$ cat src/sv/ctd_pkg.sv
`timescale 1ns / 1ps
// ----------------------------------------------------------------------------
// Countdown timer package
// Field widths, time constants, action codes and the stage beat type.
// ----------------------------------------------------------------------------
package ctd_pkg;

    localparam int ACTION_W = 3;
    localparam int PRESET_W = 7;
    localparam int DELTA_W  = 14;
    localparam int NOW_W    = 32;
    localparam int MS_W     = 23;
    localparam int STEP_W   = 10;
    localparam int MIN_W    = 6;
    localparam int SEC_W    = 6;
    localparam int QMIN_W   = 7;
    localparam int TSEC_W   = 13;
    localparam int ADJ_W    = 24;
    localparam int PROD_W   = 48;

    localparam logic [STEP_W-1:0]   STEP_RESET     = 10'd100;
    localparam logic [PRESET_W-1:0] MAX_PRESET_MIN = 7'd99;
    localparam logic [MS_W-1:0]     CAP_MS         = 23'd5940000;
    localparam logic [MS_W-1:0]     MS_PER_MIN     = 23'd60000;
    localparam logic [ADJ_W-1:0]    MS_PER_SEC     = 24'd1000;
    localparam logic [QMIN_W-1:0]   MIN_PER_HOUR   = 7'd60;
    localparam logic [TSEC_W-1:0]   SEC_PER_MIN    = 13'd60;

    // Exact reciprocals for operands below 2**23.
    localparam logic [PROD_W-1:0] RECIP_MIN       = 48'd9162597;
    localparam int                RECIP_MIN_SHIFT = 39;
    localparam logic [PROD_W-1:0] RECIP_SEC       = 48'd8589935;
    localparam int                RECIP_SEC_SHIFT = 33;

    typedef enum logic [ACTION_W-1:0] {
        ACT_TICK   = 3'd0,
        ACT_PRESET = 3'd1,
        ACT_ADJUST = 3'd2,
        ACT_TOGGLE = 3'd3,
        ACT_RESET  = 3'd4
    } t_action;

    typedef struct packed {
        logic [MS_W-1:0] left_ms;
        logic            is_running;
        logic            expired;
    } t_beat;

endpackage

$ cat src/sv/ctd_if.sv
`timescale 1ns / 1ps
// ----------------------------------------------------------------------------
// Countdown timer channels
// Valid/ready interfaces for the action beats and the result beats.
// ----------------------------------------------------------------------------
interface ctd_in_if;
    import ctd_pkg::*;

    logic                       valid;
    logic                       ready;
    logic [ACTION_W-1:0]        action;
    logic [PRESET_W-1:0]        preset_minutes;
    logic signed [DELTA_W-1:0]  delta_seconds;
    logic [NOW_W-1:0]           now_ms;

    modport source (output valid, action, preset_minutes, delta_seconds, now_ms,
                    input ready);
    modport sink (input valid, action, preset_minutes, delta_seconds, now_ms,
                  output ready);
endinterface

interface ctd_out_if;
    import ctd_pkg::*;

    logic               valid;
    logic               ready;
    logic [MS_W-1:0]    remaining_ms;
    logic               is_running;
    logic               expired;
    logic               hours;
    logic [MIN_W-1:0]   minutes;
    logic [SEC_W-1:0]   seconds;

    modport source (output valid, remaining_ms, is_running, expired, hours, minutes,
                    seconds, input ready);
    modport sink (input valid, remaining_ms, is_running, expired, hours, minutes,
                  seconds, output ready);
endinterface

$ cat src/sv/ctd_state.sv
`timescale 1ns / 1ps
// ----------------------------------------------------------------------------
// Countdown timer state update
// Applies one action beat per cycle, while the display split is ready, to the
// timer state and registers the new remaining time for the display split.
// ----------------------------------------------------------------------------
module ctd_state (
    input  logic                         i_clk,
    input  logic                         i_rst_n,
    input  logic                         i_cfg_we,
    input  logic [ctd_pkg::STEP_W-1:0]   i_cfg_wdata,
    ctd_in_if.sink                       i_in,
    output logic                         o_valid,
    input  logic                         i_ready,
    output ctd_pkg::t_beat               o_beat
);
    import ctd_pkg::*;

    logic [STEP_W-1:0] r_step_ms;
    logic              r_run;
    logic [MS_W-1:0]   r_total;
    logic [MS_W-1:0]   r_left;
    logic [NOW_W-1:0]  r_last;
    logic              r_valid;
    t_beat             r_beat;

    logic              n_run;
    logic [MS_W-1:0]   n_total;
    logic [MS_W-1:0]   n_left;
    logic [NOW_W-1:0]  n_last;
    logic              n_expired;

    logic              w_accept;
    logic [STEP_W-1:0] w_step;
    logic [NOW_W-1:0]  w_elapsed;
    logic [PRESET_W-1:0] w_preset;
    logic              w_pos;
    logic [DELTA_W-1:0] w_abs;
    logic [ADJ_W-1:0]  w_amt;
    logic [ADJ_W-1:0]  w_sum;
    logic [MS_W-1:0]   w_reload;

    assign i_in.ready = !r_valid || i_ready;
    assign w_accept   = i_in.valid && i_in.ready;

    assign w_step    = (r_step_ms == '0) ? STEP_W'(1) : r_step_ms;
    assign w_elapsed = i_in.now_ms - r_last;
    assign w_preset  = (i_in.preset_minutes > MAX_PRESET_MIN) ? MAX_PRESET_MIN
                                                              : i_in.preset_minutes;
    assign w_pos     = i_in.delta_seconds > 14'sd0;
    assign w_abs     = w_pos ? DELTA_W'(i_in.delta_seconds)
                             : DELTA_W'(-i_in.delta_seconds);
    assign w_amt     = ADJ_W'(w_abs) * MS_PER_SEC;
    assign w_sum     = ADJ_W'(r_left) + w_amt;
    assign w_reload  = (r_left == '0) ? r_total : r_left;

    always_comb begin
        n_run     = r_run;
        n_total   = r_total;
        n_left    = r_left;
        n_last    = r_last;
        n_expired = 1'b0;
        unique case (i_in.action)
            ACT_TICK: begin
                if (r_run && (w_elapsed >= NOW_W'(w_step))) begin
                    n_last = i_in.now_ms;
                    if (r_left > MS_W'(w_step)) begin
                        n_left = r_left - MS_W'(w_step);
                    end else begin
                        n_left    = '0;
                        n_run     = 1'b0;
                        n_expired = 1'b1;
                    end
                end
            end
            ACT_PRESET: begin
                n_total = MS_W'(w_preset) * MS_PER_MIN;
                n_left  = MS_W'(w_preset) * MS_PER_MIN;
                n_run   = 1'b0;
                n_last  = '0;
            end
            ACT_ADJUST: begin
                if (w_pos) begin
                    n_left = (w_sum > ADJ_W'(CAP_MS)) ? CAP_MS : MS_W'(w_sum);
                    if (r_total == '0) begin
                        n_total = n_left;
                    end
                end else begin
                    n_left = (ADJ_W'(r_left) > w_amt) ? MS_W'(ADJ_W'(r_left) - w_amt) : '0;
                end
                n_last = '0;
            end
            ACT_TOGGLE: begin
                if (r_run) begin
                    n_run = 1'b0;
                end else begin
                    n_left = w_reload;
                    if (w_reload != '0) begin
                        n_run  = 1'b1;
                        n_last = i_in.now_ms;
                    end
                end
            end
            ACT_RESET: begin
                n_run  = 1'b0;
                n_left = r_total;
                n_last = '0;
            end
            default: begin
            end
        endcase
    end

    always_ff @(posedge i_clk) begin
        if (!i_rst_n) begin
            r_step_ms <= STEP_RESET;
            r_run     <= 1'b0;
            r_total   <= '0;
            r_left    <= '0;
            r_last    <= '0;
            r_valid   <= 1'b0;
        end else begin
            if (i_cfg_we) begin
                r_step_ms <= i_cfg_wdata;
            end
            if (w_accept) begin
                r_run   <= n_run;
                r_total <= n_total;
                r_left  <= n_left;
                r_last  <= n_last;
            end
            if (i_in.ready) begin
                r_valid <= i_in.valid;
            end
        end
    end

    always_ff @(posedge i_clk) begin
        if (w_accept) begin
            r_beat.left_ms    <= n_left;
            r_beat.is_running <= n_run;
            r_beat.expired    <= n_expired;
        end
    end

    assign o_valid = r_valid;
    assign o_beat  = r_beat;

endmodule

$ cat src/sv/ctd_split.sv
`timescale 1ns / 1ps
// ----------------------------------------------------------------------------
// Countdown timer display split
// Two-stage pipeline that breaks the remaining milliseconds into hours,
// minutes and seconds using constant reciprocals.
// ----------------------------------------------------------------------------
module ctd_split (
    input  logic            i_clk,
    input  logic            i_rst_n,
    input  logic            i_valid,
    output logic            o_ready,
    input  ctd_pkg::t_beat  i_beat,
    ctd_out_if.source       o_out
);
    import ctd_pkg::*;

    logic               r2_valid;
    t_beat              r2_beat;
    logic [QMIN_W-1:0]  r2_qmin;
    logic [TSEC_W-1:0]  r2_tsec;

    logic               r3_valid;
    t_beat              r3_beat;
    logic               r3_hours;
    logic [MIN_W-1:0]   r3_minutes;
    logic [SEC_W-1:0]   r3_seconds;

    logic               w_rdy3;
    logic               w_rdy2;
    logic [PROD_W-1:0]  w_pmin;
    logic [PROD_W-1:0]  w_psec;
    logic               w_hours;
    logic [QMIN_W-1:0]  w_min;
    logic [TSEC_W-1:0]  w_sec;

    assign w_rdy3  = !r3_valid || o_out.ready;
    assign w_rdy2  = !r2_valid || w_rdy3;
    assign o_ready = w_rdy2;

    assign w_pmin = PROD_W'(i_beat.left_ms) * RECIP_MIN;
    assign w_psec = PROD_W'(i_beat.left_ms) * RECIP_SEC;

    assign w_hours = r2_qmin >= MIN_PER_HOUR;
    assign w_min   = w_hours ? (r2_qmin - MIN_PER_HOUR) : r2_qmin;
    assign w_sec   = r2_tsec - TSEC_W'(r2_qmin) * SEC_PER_MIN;

    always_ff @(posedge i_clk) begin
        if (!i_rst_n) begin
            r2_valid <= 1'b0;
            r3_valid <= 1'b0;
        end else begin
            if (w_rdy2) begin
                r2_valid <= i_valid;
            end
            if (w_rdy3) begin
                r3_valid <= r2_valid;
            end
        end
    end

    always_ff @(posedge i_clk) begin
        if (w_rdy2 && i_valid) begin
            r2_beat <= i_beat;
            r2_qmin <= QMIN_W'(w_pmin >> RECIP_MIN_SHIFT);
            r2_tsec <= TSEC_W'(w_psec >> RECIP_SEC_SHIFT);
        end
        if (w_rdy3 && r2_valid) begin
            r3_beat    <= r2_beat;
            r3_hours   <= w_hours;
            r3_minutes <= MIN_W'(w_min);
            r3_seconds <= SEC_W'(w_sec);
        end
    end

    assign o_out.valid        = r3_valid;
    assign o_out.remaining_ms = r3_beat.left_ms;
    assign o_out.is_running   = r3_beat.is_running;
    assign o_out.expired      = r3_beat.expired;
    assign o_out.hours        = r3_hours;
    assign o_out.minutes      = r3_minutes;
    assign o_out.seconds      = r3_seconds;

endmodule

$ cat src/sv/countdown_timer_with_presets_core.sv
`timescale 1ns / 1ps
// Path: an accepted action beat is registered in the timer state and in both
// split stages before its result beat appears. Throughput: one beat per cycle
// while the output is ready, with the two-stage display split behind the state.
// Reset: synchronous active low; the timer stops, stored times clear to zero,
// the step interval returns to 100 ms and the pipeline empties.
// ----------------------------------------------------------------------------
// Countdown timer with presets
// Event-driven countdown timer with preset loads, signed adjusts, start/stop
// and reset, giving the remaining time and its hours/minutes/seconds split.
// ----------------------------------------------------------------------------
module countdown_timer_with_presets_core (
    input  logic                         i_clk,
    input  logic                         i_rst_n,
    input  logic                         i_cfg_we,
    input  logic [ctd_pkg::STEP_W-1:0]   i_cfg_wdata,
    ctd_in_if.sink                       i_in,
    ctd_out_if.source                    o_out
);
    import ctd_pkg::*;

    logic  w_valid;
    logic  w_ready;
    t_beat w_beat;

    ctd_state u_state (
        .i_clk       (i_clk),
        .i_rst_n     (i_rst_n),
        .i_cfg_we    (i_cfg_we),
        .i_cfg_wdata (i_cfg_wdata),
        .i_in        (i_in),
        .o_valid     (w_valid),
        .i_ready     (w_ready),
        .o_beat      (w_beat)
    );

    ctd_split u_split (
        .i_clk   (i_clk),
        .i_rst_n (i_rst_n),
        .i_valid (w_valid),
        .o_ready (w_ready),
        .i_beat  (w_beat),
        .o_out   (o_out)
    );

endmodule
$ cat src/flat_wrapper.sv
// flat-port wrapper written by rule: the top's interface ports become plain ports
module countdown_timer_with_presets_core_flat import ctd_pkg::*;
  (i_clk, i_rst_n, i_cfg_we, i_cfg_wdata, i_in_valid, i_in_action, i_in_preset_minutes, i_in_delta_seconds, i_in_now_ms, i_in_ready, o_out_valid, o_out_remaining_ms, o_out_is_running, o_out_expired, o_out_hours, o_out_minutes, o_out_seconds, o_out_ready);
  ctd_in_if i_in_i ();
  ctd_out_if o_out_i ();
  input  logic i_clk;
  input  logic i_rst_n;
  input  logic i_cfg_we;
  input  logic [ctd_pkg::STEP_W-1:0] i_cfg_wdata;
  input wire logic [$bits(i_in_i.valid)-1:0] i_in_valid;
  input wire logic [$bits(i_in_i.action)-1:0] i_in_action;
  input wire logic [$bits(i_in_i.preset_minutes)-1:0] i_in_preset_minutes;
  input wire logic [$bits(i_in_i.delta_seconds)-1:0] i_in_delta_seconds;
  input wire logic [$bits(i_in_i.now_ms)-1:0] i_in_now_ms;
  output wire logic [$bits(i_in_i.ready)-1:0] i_in_ready;
  output wire logic [$bits(o_out_i.valid)-1:0] o_out_valid;
  output wire logic [$bits(o_out_i.remaining_ms)-1:0] o_out_remaining_ms;
  output wire logic [$bits(o_out_i.is_running)-1:0] o_out_is_running;
  output wire logic [$bits(o_out_i.expired)-1:0] o_out_expired;
  output wire logic [$bits(o_out_i.hours)-1:0] o_out_hours;
  output wire logic [$bits(o_out_i.minutes)-1:0] o_out_minutes;
  output wire logic [$bits(o_out_i.seconds)-1:0] o_out_seconds;
  input wire logic [$bits(o_out_i.ready)-1:0] o_out_ready;
  assign i_in_i.valid = i_in_valid;
  assign i_in_i.action = i_in_action;
  assign i_in_i.preset_minutes = i_in_preset_minutes;
  assign i_in_i.delta_seconds = i_in_delta_seconds;
  assign i_in_i.now_ms = i_in_now_ms;
  assign i_in_ready = i_in_i.ready;
  assign o_out_valid = o_out_i.valid;
  assign o_out_remaining_ms = o_out_i.remaining_ms;
  assign o_out_is_running = o_out_i.is_running;
  assign o_out_expired = o_out_i.expired;
  assign o_out_hours = o_out_i.hours;
  assign o_out_minutes = o_out_i.minutes;
  assign o_out_seconds = o_out_i.seconds;
  assign o_out_i.ready = o_out_ready;
  countdown_timer_with_presets_core u_core (.i_clk(i_clk), .i_rst_n(i_rst_n), .i_cfg_we(i_cfg_we), .i_cfg_wdata(i_cfg_wdata), .i_in(i_in_i), .o_out(o_out_i));
endmodule
$ cat config.mk
export PLATFORM = sky130hd
export DESIGN_NAME = countdown_timer_with_presets_core_flat
export DESIGN_NICKNAME = d
export VERILOG_FILES = /design/src/sv/ctd_pkg.sv /design/src/sv/ctd_if.sv /design/src/sv/ctd_state.sv /design/src/sv/ctd_split.sv /design/src/sv/countdown_timer_with_presets_core.sv /design/src/flat_wrapper.sv
export SDC_FILE = /design/constraint.sdc
export NUM_CORES = 2
export LEC_CHECK = 0
export BUFFER_PORTS_ARGS = -buffer_cell sky130_fd_sc_hd__buf_2
export CELL_PAD_IN_SITES_DETAIL_PLACEMENT = 0
export CELL_PAD_IN_SITES_GLOBAL_PLACEMENT = 1
export CORE_AREA = 2 2 336 205
export DETAILED_ROUTE_END_ITERATION = 8
export DIE_AREA = 0 0 338 207
export PLACE_DENSITY_LB_ADDON = 0.08
export SKIP_LAST_GASP = 1
export SYNTH_ARGS = -nofsm -noshare
export SYNTH_HDL_FRONTEND = slang
export SYNTH_HIERARCHICAL = 1
export SYNTH_SLANG_ARGS = --single-unit
$ cat constraint.sdc
create_clock -name i_clk -period 11.1 [get_ports i_clk]
set_clock_uncertainty 0.2 [all_clocks]
set_input_delay 1.11 -clock i_clk [delete_from_list [all_inputs] [get_ports i_clk]]
set_output_delay 1.11 -clock i_clk [all_outputs]
set_load 0.005 [all_outputs]
==> flow_summary.ini <==
[drt]
drc = 0
vias_per_cell = 5.97
drt_iter0_markers = 3142
vias = 28293
wl_um = 117000
antenna_left = 0
wl_per_cell_um = 24.8
drtPass1Iterations = 6

[sta]
relSlewSlack_pct = -9.61
fin_crit_ps = 10690
worstMarginPinSlew_ps = 1630
period_share_pct = 96.3
fmax_mhz = 93.5
hold_viol_final = 0
tns_ps = 0
finalSetupViolCount = 0
slew_violations = 11

[logic_synthesis]
syn_area_mm2 = 0.0338
syn_area_per_cell_um2 = 9.11
synth.yosys.seq_area_share_pct = 14.4
synth-async-reset-ratio_pct = 0
synth_top_family_by_area = adder cells
synthSimpleGateAreaFrac_pct = 11.0
yosysMostFrequentCell = inv_1
synth_top_area_share_pct = 24.4
synth_cell_types = 94
ys_ff_latch = 193
yosysWarnings = 6
netlist_instances = 3709
synth_compound_area_share_pct = 15.0
ys_top_cells_by_area = fa_1 24%, ha_1 22%, edfxtp_1 9.0%
synth_ff_type = edfxtp_1
synth_xor_area_share_pct = 3.55
synth_edf_count = 101
synthMuxAreaShare_pct = 0.611
synth-adder-area-share_pct = 46.1
synth_nets = 4777
synth_top_area_cell = fa_1
ys_top_cells_by_count = 726 x inv_1, 585 x ha_1, 412 x fa_1

[cts]
root_buffer = clkbuf_16
numCtsBuffers = 17
path_clk_slew_ps = 80
clk_path_buf_depth = 2
clock_sinks = 193
cts_tree = built
cts_hold_buf = 0
h-tree-depth = 4
clk_latency_ps = 480

[global_routing]
grt.total_usage_pct = 33.8
grt_pass1_vias = 27663
grt_max_degree = 65
antenna_found_initial = 2
grt_pass1_wl_um = 175000
grt_overflow = 0

[floorplanning]
initial_utilization_pct = 50.3
die_y_um = 207
fp.coreArea_mm2 = 0.0671
pin_count = 111
rows = 74
die_w_um = 338
die_area_mm2 = 0.0700

[placed_design]
place_hpwl_um = 99600
port-buffer-count = 110
gp_congestion = 1.02

[setup_path]
critPathMaxFanout = 7
endpoint_kind = register
cp_slowest_cell = fa_1
startpoint_type = input port
worstSetupPathType = input port to register
cp.required_ps = 11240
critPathArrivalTime_ps = 10830
critPathMaxStageDelay_ps = 510

[cells_and_area]
syn_to_final_growth_pct = 7.22
nets = 4880
drive_above_1_share_pct = 7.42
n_antenna_cell = 0

[job]
cap_violations = 2

[hold_path]
hold_class = register to register

[run_status]
violations = capacitance limit, slew limit
status = finished with violations
==> worst max-delay path, delay by kind of cell <==
family	cells	cell delay, ps
buffers and inverters	5	590
AND/OR/NAND/NOR	8	2320
adder cells (fa/ha/maj)	6	2400
AO/OA/AOI/OAI	14	3230
XOR/XNOR	4	1170
==> state kept, by name, indices dropped and copies added (netlist names), 6 cells and up <==
signal,flops
u_core/u_state/r_total,23
u_core/u_split/o_out.minutes,6
u_core/u_state/r_step_ms,10
u_core/u_state/r_last,32
u_core/u_split/r2_beat,25
u_core/u_split/o_out.remaining_ms,23
u_core/u_state/r_left,23
u_core/u_state/o_beat,25
u_core/u_split/o_out.seconds,6
u_core/u_split/r2_tsec,6
u_core/u_split/r2_qmin,7
==> final cells by class <==
cell class,instances,area (um2)
multi-input combinational,2693,25800
fill,6163,30900
clock buffer,18,429
clock inverter,14,145
timing repair buffer,179,1070
tap,912,1140
sequential,193,4870
inverter,728,2730
==> cells by family (layout without fill, tap and decap cells) <==
group	count (synthesis)	after routing
muxes	20	20
DFF	193	193
AOI/OAI and AO/OA	776	776
buffers and inverters	823	939
adders and majority gates	997	997
and+or+nand+nor	763	763
xor gates and xnor gates	137	137
==> per-layer routing <==
metal	vias to the layer above	track usage [%]	part of all wire [%]
met5	-	3.77	0.32
met3	98	16.6	15
li1	12864	-	-
met1	13818	54.1	49
met4	8	3.92	1.0
met2	1505	40.0	35
==> cell usage in the layout, fill, tap and decap left out, types with 21 or more instances in the layout <==
master / Yosys / layout
a221oi_1: 27 / 26
ha_1: 585 / 585
edfxtp_1: 101 / 101
dfxtp_1: 92 / 92
xnor2_1: 99 / 98
fa_1: 412 / 412
o21ai_0: 144 / 142
a31oi_1: 35 / 34
xor2_1: 38 / 38
nor3_1: 69 / 68
a21oi_1: 222 / 222
nor4_1: 33 / 32
nand3_1: 92 / 92
nand2b_1: 21 / 21
o211ai_1: 26 / 26
nor2b_1: 23 / 22
a211oi_1: 23 / 21
buf_2: 19 / 110
o21ai_1: 35 / 37
a21o_1: 48 / 48
nand2_1: 194 / 194
nor2_1: 189 / 187
buf_4: 4 / 69
nand4_1: 41 / 41
o21a_1: 34 / 34
inv_1: 726 / 725
==> what timing repair did <==
action,in CTS,in global routing
setup buffers,0,1
endpoints found under the hold margin,0,0
setup endpoints to repair,0,61
resized for setup,0,13
==> final timing paths <==
| path | start | to | slack [ps] | cells after the start |
|---|---|---|---|---|
| max | i_in_delta_seconds[3] | u_core/u_state/r_total[13] | 410 | 37 |
| min | u_core/u_split/r2_beat[5] | u_core/u_split/o_out.remaining_ms[3] | 220 | 0 |
| max reg2reg | u_core/u_state/o_beat[23] | u_core/u_split/r2_tsec[3] | 2790 | 19 |
| min reg2reg | u_core/u_split/r2_beat[5] | u_core/u_split/o_out.remaining_ms[3] | 220 | 0 |
==> stage by stage <==
| stage | hold WS [ps] | setup WS (ps) | std cells | util (%) | instance area [um2] |
|---|---|---|---|---|---|
| finish | 221 | 405 | 4737 | 54.0 | 36200 |
| global route | 228 | -63.7 | 4737 | 54.0 | 36200 |
| CTS | 223 | 468 | 4736 | 53.9 | 36200 |
| detailed placement | 205 | -15.5 | 4704 | 53.0 | 35600 |
| global placement | 203 | 279 | 4704 | 53.0 | 35600 |
| floorplan | 200 | 882 | 3709 | - | 33800 |
Power is not shown: default switching activity piles up to over one toggle a cycle in this logic, so the estimate is an artifact.
